--- src/rtl/subscription_key_table_core_defines.svh ---
// Assertion macros shared by the subscription key table RTL.
`ifndef SUBSCRIPTION_KEY_TABLE_CORE_DEFINES_SVH
`define SUBSCRIPTION_KEY_TABLE_CORE_DEFINES_SVH

// Same-cycle implication, checked out of reset.
`define SKT_ASSERT_IMP(lbl, ante, cons, msg) \
	lbl: assert property (@(posedge clk) disable iff (!arst_n) (ante) |-> (cons)) \
		else $error(msg);

// Next-cycle implication, checked out of reset.
`define SKT_ASSERT_NXT(lbl, ante, cons, msg) \
	lbl: assert property (@(posedge clk) disable iff (!arst_n) (ante) |=> (cons)) \
		else $error(msg);

`endif

--- src/rtl/skt_pkg.sv ---
package skt_pkg;

	localparam int KEY_PORT_W = 64;

	typedef enum logic [1:0] {
		REQ_SUB,
		REQ_UNSUB,
		REQ_DISC
	} req_kind_t;

	typedef enum logic [1:0] {
		ST_IDLE,
		ST_WALK,
		ST_RESP
	} skt_state_t;

	// search token handed from cell to cell
	typedef struct packed {
		logic valid;
		logic found;
	} tok_t;

endpackage

--- src/rtl/subscription_key_table_core.sv ---
// Subscription key table: keeps up to MAX_KEYS keys in order of subscription in a row of
// slot cells. Subscribe and unsubscribe send a search token down the row, one cell per
// cycle, and the result is offered after the token leaves the last cell. Disconnect, the
// unused request kind and a subscribe for a key missing from the store skip the walk and
// go straight to the response state. The walk length is set by the chain depth.
// On an unsubscribe hit, the hit cell and those behind it pull their right neighbour's
// key as the token passes, closing the gap. Appends are written after the walk into the
// slot at the current count. One request is in progress at a time; a new one is taken the
// cycle after the previous result enters the output register.
`include "subscription_key_table_core_defines.svh"

module subscription_key_table_core
	import skt_pkg::*;
#(
	parameter int MAX_KEYS = 16,
	parameter int KEY_BITS = 64,
	localparam int CNT_W   = $clog2(MAX_KEYS + 1)
) (
	input  logic                  clk,
	input  logic                  arst_n,
	// request channel
	input  logic                  in_valid,
	output logic                  in_stall,
	input  logic [1:0]            req_type,
	input  logic [KEY_PORT_W-1:0] key,
	input  logic                  key_known,
	// response channel
	output logic                  out_valid,
	input  logic                  out_stall,
	output logic [1:0]            resp_kind,
	output logic                  status,
	output logic [CNT_W-1:0]      entry_count
);

	skt_state_t          state_q, state_d;
	logic [1:0]          kind_q;
	logic [KEY_BITS-1:0] probe_q;
	logic                exists_q;
	logic                found_q;
	logic [CNT_W-1:0]    count_q;
	tok_t                inj_q;

	logic                out_valid_q;
	logic [1:0]          resp_kind_q;
	logic                status_q;
	logic [CNT_W-1:0]    entry_count_q;

	logic                accept;
	logic                load;
	logic                walk_needed;
	logic                do_append;
	logic                status_d;
	logic [CNT_W-1:0]    count_d;

	tok_t                tok_chain [MAX_KEYS+1];
	logic [KEY_BITS-1:0] key_vec   [MAX_KEYS];
	logic [MAX_KEYS-1:0] tok_vld;
	logic                is_unsub;

	assign accept   = in_valid && !in_stall;
	assign in_stall = (state_q != ST_IDLE);
	assign load     = (state_q == ST_RESP) && (!out_valid_q || !out_stall);
	assign is_unsub = (kind_q == REQ_UNSUB);

	// only searches need the walk; a subscribe for a missing key changes nothing
	assign walk_needed = ((req_type == REQ_SUB) && key_known) || (req_type == REQ_UNSUB);

	assign tok_chain[0] = inj_q;

	// result and new count once the walk is over
	always_comb begin
		do_append = 1'b0;
		status_d  = 1'b0;
		count_d   = count_q;
		case (kind_q)
			REQ_SUB: begin
				status_d  = exists_q;
				do_append = exists_q && !found_q && (count_q < CNT_W'(MAX_KEYS));
				if (do_append) begin
					count_d = count_q + CNT_W'(1);
				end
			end
			REQ_UNSUB: begin
				status_d = !found_q;
				if (found_q) begin
					count_d = count_q - CNT_W'(1);
				end
			end
			REQ_DISC: begin
				count_d = '0;
			end
			default: begin
				count_d = count_q;
			end
		endcase
	end

	// slot chain
	for (genvar i = 0; i < MAX_KEYS; i++) begin : g_cell
		logic [KEY_BITS-1:0] right_key;

		if (i == MAX_KEYS - 1) begin : g_last
			assign right_key = key_vec[i];
		end else begin : g_mid
			assign right_key = key_vec[i+1];
		end

		assign tok_vld[i] = tok_chain[i+1].valid;

		skt_cell #(
			.KEY_BITS (KEY_BITS)
		) u_cell (
			.clk       (clk),
			.arst_n    (arst_n),
			.live      (CNT_W'(i) < count_q),
			.unsub     (is_unsub),
			.probe     (probe_q),
			.wr_en     (load && do_append && (count_q == CNT_W'(i))),
			.tok_in    (tok_chain[i]),
			.tok_out   (tok_chain[i+1]),
			.right_key (right_key),
			.key_out   (key_vec[i])
		);
	end

	// sequencer
	always_comb begin
		state_d = state_q;
		unique case (state_q)
			ST_IDLE: begin
				if (accept) begin
					state_d = walk_needed ? ST_WALK : ST_RESP;
				end
			end
			ST_WALK: begin
				if (tok_chain[MAX_KEYS].valid) begin
					state_d = ST_RESP;
				end
			end
			ST_RESP: begin
				if (load) begin
					state_d = ST_IDLE;
				end
			end
			default: begin
				state_d = ST_IDLE;
			end
		endcase
	end

	always_ff @(posedge clk or negedge arst_n) begin
		if (!arst_n) begin
			state_q     <= ST_IDLE;
			count_q     <= '0;
			inj_q       <= '0;
			found_q     <= 1'b0;
			out_valid_q <= 1'b0;
		end else begin
			state_q     <= state_d;
			inj_q.valid <= accept && walk_needed;
			inj_q.found <= 1'b0;
			if (accept) begin
				found_q <= 1'b0;
			end else if ((state_q == ST_WALK) && tok_chain[MAX_KEYS].valid) begin
				found_q <= tok_chain[MAX_KEYS].found;
			end
			if (load) begin
				count_q     <= count_d;
				out_valid_q <= 1'b1;
			end else if (!out_stall) begin
				out_valid_q <= 1'b0;
			end
		end
	end

	// request hold and output payload
	always_ff @(posedge clk) begin
		if (accept) begin
			kind_q   <= req_type;
			probe_q  <= key[KEY_BITS-1:0];
			exists_q <= key_known;
		end
		if (load) begin
			resp_kind_q   <= kind_q;
			status_q      <= status_d;
			entry_count_q <= count_d;
		end
	end

	assign out_valid   = out_valid_q;
	assign resp_kind   = resp_kind_q;
	assign status      = status_q;
	assign entry_count = entry_count_q;

	`SKT_ASSERT_IMP(a_count_range, 1'b1, count_q <= CNT_W'(MAX_KEYS), "slot count above capacity")
	`SKT_ASSERT_IMP(a_single_token, 1'b1, $onehot0(tok_vld), "more than one token in the chain")
	`SKT_ASSERT_IMP(a_token_in_walk, tok_vld != '0, state_q == ST_WALK, "token outside a walk")
	`SKT_ASSERT_NXT(a_unsub_dec, load && is_unsub && found_q, count_q == $past(count_q) - CNT_W'(1), "unsubscribe hit did not drop the count")

endmodule

--- src/rtl/skt_cell.sv ---
module skt_cell
	import skt_pkg::*;
#(
	parameter int KEY_BITS = 64
) (
	input  logic                clk,
	input  logic                arst_n,
	input  logic                live,      // slot below current count
	input  logic                unsub,     // request being walked is an unsubscribe
	input  logic [KEY_BITS-1:0] probe,
	input  logic                wr_en,     // append probe into this slot
	input  tok_t                tok_in,
	output tok_t                tok_out,
	input  logic [KEY_BITS-1:0] right_key,
	output logic [KEY_BITS-1:0] key_out
);

	logic [KEY_BITS-1:0] key_q;
	tok_t                tok_q;
	tok_t                tok_d;
	logic                match;

	always_comb begin
		match       = tok_in.valid && live && (key_q == probe);
		tok_d.valid = tok_in.valid;
		tok_d.found = tok_in.valid && (tok_in.found || match);
	end

	always_ff @(posedge clk or negedge arst_n) begin
		if (!arst_n) begin
			tok_q <= '0;
		end else begin
			tok_q <= tok_d;
		end
	end

	// on an unsubscribe, once the token has passed a hit, each slot takes its right neighbour's key
	always_ff @(posedge clk) begin
		if (wr_en) begin
			key_q <= probe;
		end else if (tok_q.valid && tok_q.found && unsub) begin
			key_q <= right_key;
		end
	end

	assign tok_out = tok_q;
	assign key_out = key_q;

endmodule
--- config.mk ---
export PLATFORM = sky130hd
export DESIGN_NAME = subscription_key_table_core
export DESIGN_NICKNAME = d
export VERILOG_FILES = /design/src/rtl/skt_pkg.sv /design/src/rtl/subscription_key_table_core.sv /design/src/rtl/skt_cell.sv
export VERILOG_INCLUDE_DIRS = /design/src /design/src/rtl
export SDC_FILE = /design/constraint.sdc
export NUM_CORES = 2
export LEC_CHECK = 0
export ABC_AREA = 1
export BUFFER_PORTS_ARGS = -buffer_cell sky130_fd_sc_hd__buf_2
export CAP_MARGIN = 20
export CORE_MARGIN = 4
export CORE_UTILIZATION = 28
export CTS_BUF_LIST = sky130_fd_sc_hd__clkbuf_8
export CTS_CLUSTER_SIZE = 12
export DETAILED_ROUTE_END_ITERATION = 12
export PLACE_DENSITY = 0.42
export SLEW_MARGIN = 0
export SYNTH_ARGS = -nofsm -noshare
export SYNTH_HDL_FRONTEND = slang
export SYNTH_SLANG_ARGS = --single-unit
export TNS_END_PERCENT = 20
--- constraint.sdc ---
create_clock -name clk -period 16 [get_ports clk]
set_input_delay 0.8 -clock clk [delete_from_list [all_inputs] [get_ports clk]]
set_output_delay 0.8 -clock clk [all_outputs]
set_load 0.005 [all_outputs]
* After elaboration in Yosys (flattened, before gate mapping)
Index checks and enable logic that the tools add are counted.
** Cells by class
- Div/mod/pow operators :: 0
- Eq/ne operators :: 40
- Shift operators :: 0
- $mul :: 0
- Muxes and demuxes :: 44
- Bitwise operators :: 0
- $add $sub $neg :: 2
- Order comparisons :: 17
- Reductions and logical operators :: 145
** Operators by type and width (count)
- 64-bit two-way mux :: 30
- 64-bit equality test :: 16
- 1-bit logical AND :: 102
- 5-bit by 4-bit equality test with 1-bit output (second input constant) :: 8
- 4-bit by 5-bit less-than comparator with 1-bit output (first input constant) :: 8
- 2-bit nonzero test :: 17
- 5-bit by 3-bit equality test with 1-bit output (second input constant) :: 4
- 3-bit by 5-bit less-than comparator with 1-bit output (first input constant) :: 4
- 1-bit logical OR :: 17
- 5-bit one-hot mux with 3 select lines :: 1
- 5-bit by 2-bit equality test with 1-bit output (second input constant) :: 2
- 1-bit by 5-bit less-than comparator with 1-bit output (first input constant) :: 2
- 2-bit by 5-bit less-than comparator with 1-bit output (first input constant) :: 2
- 5-bit two-way mux :: 2
- 2-bit two-way mux :: 4
- 2-bit by 1-bit equality test with 1-bit output (second input constant) :: 3
- 2-bit zero test :: 3
- 2-bit one-hot mux with 3 select lines :: 1
- 5-bit by 1-bit adder with 5-bit output (second input constant) :: 1
- 5-bit by 1-bit equality test with 1-bit output (second input constant) :: 1
- 5-bit zero test :: 1
- 5-bit less-than comparator (second input constant) :: 1
- 1-bit two-way mux :: 5
- 5-bit by 1-bit subtractor with 5-bit output (second input constant) :: 1
- 6 further kinds :: 12
** Word-level totals
- Output and inout port bits :: 10
- Register bits after elaboration :: 1141
- ROM bits :: 0
- Memory bits (writable) :: 0
- Bits in latches :: 0
- Memories kept :: 0

* Longest topological paths before layout
- Depth after elaboration :: 7
- Mapped depth :: 13
- Depth with buffers taken out :: 10

* Hierarchy
A second synthesis with hierarchy kept.
** Unflattened totals
- Cells, all modules :: 8244
- Area, all modules :: 64658.3 sq um
** Modules (own cells, without submodules)
- skt_cell :: cells an instance 500, area each 3828.7 sq um, instances 16, seq. area each 1971.9 sq um
- subscription_key_table_core :: cells an instance 244, area each 3399.5 sq um, instances 1, seq. area each 2502.4 sq um

* Worst setup path before layout
No wires, ideal clock.
- Path kind :: input to register
- From :: in out_stall
- To :: reg g_cell[15].u_cell.key_q[0] (enable)
- Arrival :: 5.602 ns
- Setup slack :: 9.833 ns
- Setup time :: 0.565 ns
- Buffers on the path :: 0
- Stages :: 5
- Cells stage by stage :: nand2_1 > nand2_2 > inv_2 > nand2_2 > nor3_1
** On the way
- Cells in the longest elaborated chain, start to end :: 5
** RTL lines
- from (decl) :: line subscription_key_table_core.sv:29 : input logic out_stall,
- 1-bit zero test
- 1-bit logical OR :: line subscription_key_table_core.sv:62 : assign load = (state_q == ST_RESP) && (!out_valid_q || !out_stall);
- 1-bit logical AND :: line subscription_key_table_core.sv:62
- via load :: line subscription_key_table_core.sv:49 : logic load;
- 1-bit logical AND (2 in a row) :: line subscription_key_table_core.sv:118 : .wr_en (load && do_append && (count_q == CNT_W'(i))),
- via g_cell[15].u_cell.wr_en :: line skt_cell.sv:11 : input logic wr_en,
- to (signal assigned) :: line skt_cell.sv:40 : key_q <= probe;
- to (signal assigned) :: line skt_cell.sv:42 : key_q <= right_key;
- to (decl) :: line skt_cell.sv:18 : logic [KEY_BITS-1:0] key_q;
The timed path passes the listed nets, and every way through them passes these cells.
A chain may end at the register's enable or synchronous reset.

* Final worst setup path
- From :: reg count_q[4]
- To :: reg g_cell[5].u_cell.key_q[23] (enable)
** On the way
- Cells in the longest elaborated chain, start to end :: 6
- Elaborated cells on any way between the ends :: 7
- Those cells by class :: order compare: 1; eq/ne: 1; mux: 1; reduce/logical: 4
** RTL lines
- from (decl) :: line subscription_key_table_core.sv:40 : logic [CNT_W-1:0] count_q;
- from (signal assigned) :: line subscription_key_table_core.sv:168 : count_q <= count_d;
- 5-bit less-than comparator :: line subscription_key_table_core.sv:78 : do_append = exists_q && !found_q && (count_q < CNT_W'(MAX_KEYS));
- 1-bit logical AND :: line subscription_key_table_core.sv:78
- 1-bit two-way mux :: line subscription_key_table_core.sv:75 : case (kind_q)
- 1-bit logical AND :: line subscription_key_table_core.sv:118
- 1-bit logical AND * :: line subscription_key_table_core.sv:118
- 2-bit nonzero test (no source line) *
- to (signal assigned) :: line skt_cell.sv:40
- to (signal assigned) :: line skt_cell.sv:42
- to (decl) :: line skt_cell.sv:18
Mark *: on every way between the ends. The rest lies on a longest branch, timed or not.

==> flow_metrics.py <==
metrics = {
    "clock_network": {
        "clockBufferDepth": 3,
        "clk_pin_slew_ns": 0.06,
        "cts_num_sinks": 1141,
        "h-tree-depth": 4,
        "cts_tree": "built",
        "clk_latency_ns": 0.99,
        "cts_root_buffer": "clkbuf_8",
        "cts_buffers": 218,
    },
    "worst_setup_path": {
        "path_cells": "inv_2, nand3_2, nor2_2, nand2_2, inv_2, nand3_4, o21ai_4, buf_4",
        "critPathKind": "reg2reg",
        "cpMostUsedCell": "inv_2",
        "worstPathRequired_ns": 16.57,
        "start_kind": "flip-flop",
        "critical-path-max-stage-delay_ns": 0.86,
        "slowest_stage": "buf_4",
        "cp.arrival_ns": 4.50,
        "cp-end-kind": "flip-flop",
        "cp_max_fo": 64,
    },
    "sta": {
        "post-route-period-util": 0.2458,
        "finClkSkew_ns": 0.06261,
        "worst_pin_slew_ns": 1.173,
        "layout_setup_ws_ns": 12.07,
        "final-setup-viol-count": 0,
        "rsz0062_at_grt": "false",
        "drv_slew": 0,
        "setup_tns_ns": 0,
        "fmax_mhz": 254.3,
        "hold_violations": 0,
        "fin_crit_ns": 3.933,
        "slew_headroom": 0.2181,
    },
    "global_route": {
        "grt_max_degree": 81,
        "antenna_found_initial": 4,
        "overflow": 0,
        "grt_usage": 0.1971,
        "grt_pass1_vias": 46310,
        "grt_pass1_wl_microns": 328700,
    },
    "drt": {
        "post_drt_wl_per_cell_microns": 21.94,
        "drtIter0Drc": 4335,
        "wirelength_microns": 229800,
        "drc": 0,
        "vias": 49170,
        "firstDrtPassIters": 5,
        "viasPerCell": 4.696,
        "antenna_left": 0,
    },
    "yosys": {
        "avgSynthCellArea_sq_um": 8.321,
        "synthFlopType": "edfxtp_1",
        "synth-edff-count": 1099,
        "seq_area_frac_synth": 0.5523,
        "yosysWarnings": 0,
        "yosys.cell_types.count": 36,
        "ys_seq_elements": 1141,
        "synth_fp_nets": 7486,
        "synthesis.area_sq_um": 61660,
        "synthArstFlopShare": 0.03681,
        "syn_inst": 7410,
    },
    "floorplanning": {
        "die_x_microns": 477.3,
        "initial_utilization": 0.2828,
        "die_h_microns": 477.3,
        "rows": 171,
        "pin_count": 81,
        "die_area_sq_um": 227800,
        "core_area_sq_um": 218000,
    },
    "layout": {
        "finalNetCount": 7518,
        "drive_above_1_share": 0.07400,
        "synthToLayoutAreaGrowth_pct": 12.62,
    },
    "hold_path": {
        "hold_path.class": "in2reg",
    },
    "status": {
        "status": "complete, no violations",
    },
    "place": {
        "post-dp-hpwl_microns": 166900,
        "routabilityCongestion": 0.9205,
        "post-place-ws_ns": 11.70,
        "io_buffer_count": 80,
    },
    "run": {
        "cap_violations": 0,
    },
    "pwr": {
        "p_leak_uw": 0.02980,
        "pwr_density_cell_nw_per_um2": 108.2,
        "peakVddDrop_mv": 0.07531,
    },
}
==> final timing paths <==
path / startpoint / end / slack, ns / cells past startpoint
max in group asynchronous: arst_n / g_cell[12].u_cell.tok_out[0]$_DFF_PN0_ / 15.16 / 3
worst max-delay path: count_q[4]$_DFFE_PN0P_ / g_cell[5].u_cell.key_out[23]$_DFFE_PP_ / 12.07 / 8
worst max register to register: count_q[4]$_DFFE_PN0P_ / g_cell[5].u_cell.key_out[23]$_DFFE_PP_ / 12.07 / 8
worst min-delay path: out_stall / out_valid$_DFFE_PN0P_ / 0.18 / 3
min in group asynchronous: arst_n / g_cell[15].u_cell.tok_out[0]$_DFF_PN0_ / 0.32 / 2
worst min register to register: g_cell[12].u_cell.tok_out[1]$_DFF_PN0_ / g_cell[13].u_cell.tok_out[1]$_DFF_PN0_ / 0.42 / 0
==> where the power goes <==
part	switching [uW]	internal (uW)	total, uW
clock	1380	1380	2760
combinational	942	334	1280
sequential	147	3330	3470
==> through the flow <==
step                      instance area (sq um)  std cells  total power (uW)  utilization  hold WS [ns]
after floorplan                           61660       7410              4240            -        0.3478
after global placement                    64770      10010              4812       0.2971        0.3984
after detailed placement                  64790      10010              4816       0.2972        0.4006
after CTS                                 69420      10460              7630       0.3184       0.05288
after global routing                      69430      10470              7882       0.3184       0.07232
final                                     69440      10470              7513       0.3185        0.1765
==> kinds of logic (layout without fill, tap and decap cells) <==
| family | Yosys count | after routing | share of synthesized area |
|---|---|---|---|
| and+or+nand+nor | 3648 | 3648 | 0.2287 |
| AOI/OAI and AO/OA | 1191 | 1191 | 0.09799 |
| xor gates and xnor gates | 330 | 330 | 0.04688 |
| adders and majority gates | 5 | 5 | 0.001015 |
| DFF | 1141 | 1141 | 0.5523 |
| buffers and inverters | 1095 | 1293 | 0.07309 |
| other | 0 | 9 | 0 |
==> area by class of cell <==
class	count	area, sq um
Sequential cell	1141	34050
Clock inverter	156	783.3
Clock buffer	230	3166
Tap cell	2854	3571
Inverter	617	2318
Multi-Input combinational cell	5174	23360
Antenna cell	9	22.52
Timing Repair Buffer	290	2160
Fill cell	22940	148600
==> flip-flops by register name, summed over array words and instances, names as in the netlist <==
name	flops
count_q	5
entry_count	5
exists_q	1
found_q	1
g_cell.u_cell.key_out	1024
g_cell.u_cell.tok_out	32
inj_q	1
kind_q	2
out_valid	1
probe_q	64
resp_kind	2
state_q	2
status	1
==> Yosys cell counts (13+ instances only) <==
| cell | n | area (sq um) |
|---|---|---|
| buf_1 | 21 | 78.83 |
| buf_2 | 197 | 986.0 |
| buf_6 | 15 | 168.9 |
| clkbuf_1 | 235 | 882.1 |
| clkinv_1 | 13 | 48.80 |
| dfrtp_1 | 42 | 1051 |
| edfxtp_1 | 1099 | 33000 |
| inv_1 | 596 | 2237 |
| nand2_1 | 2881 | 10810 |
| nand3_1 | 78 | 390.4 |
| nand4_1 | 44 | 275.3 |
| nor2_1 | 582 | 2185 |
| nor3_1 | 13 | 65.06 |
| o21ai_0 | 519 | 2597 |
| o21ai_1 | 632 | 3163 |
| o22ai_1 | 13 | 81.33 |
| or2_2 | 25 | 156.4 |
| xnor2_1 | 163 | 1428 |
| xor2_1 | 167 | 1463 |
==> repair_timing <==
| action | CTS | global route |
|---|---|---|
| resized for setup | 0 | 0 |
| setup buffers | 0 | 0 |
| hold buffers | 68 | 0 |
| hold endpoints to repair | 90 | 0 |
==> layout by cell type, fill, tap and decap left out, types with 4 or more instances in the layout <==
| master | count |
|---|---|
| diode_2 | 9 |
| clkinv_2 | 15 |
| buf_2 | 80 |
| a21oi_1 | 6 |
| clkinv_1 | 57 |
| nand2_1 | 2878 |
| o21ai_1 | 630 |
| nor3_1 | 12 |
| clkbuf_8 | 230 |
| o21ai_0 | 506 |
| nand4_1 | 44 |
| o22ai_1 | 13 |
| inv_1 | 676 |
| o21ai_2 | 10 |
| nor2_1 | 582 |
| o21ai_4 | 15 |
| a21boi_0 | 4 |
| bufinv_16 | 4 |
| xnor2_1 | 163 |
| nand3_1 | 78 |
| or2_2 | 25 |
| buf_4 | 141 |
| edfxtp_1 | 1099 |
| nand3_4 | 7 |
| dfrtp_1 | 42 |
| dlygate4sd3_1 | 68 |
| ha_1 | 5 |
| xor2_1 | 167 |
| inv_2 | 8 |
| nand3b_1 | 7 |
| inv_6 | 6 |
==> layer usage <==
| metal | wire length [microns] | track usage | vias up |
|---|---|---|---|
| met4 | 7563 | 0.06256 | 0 |
| met3 | 12460 | 0.03219 | 305 |
| met1 | 106000 | 0.2727 | 23550 |
| met2 | 103800 | 0.3151 | 1298 |
| li1 | - | - | 24020 |
| met5 | 0 | 0 | - |
==> worst max-delay path, delay by kind of cell (launching register included) <==
kind                   cells  cell delay [ns]
DFF                        1             0.51
and+or+nand+nor            4             1.10
buffers and inverters      3             1.54
AOI/OAI and AO/OA          1             0.23
Power figures use the tool's default switching activity.
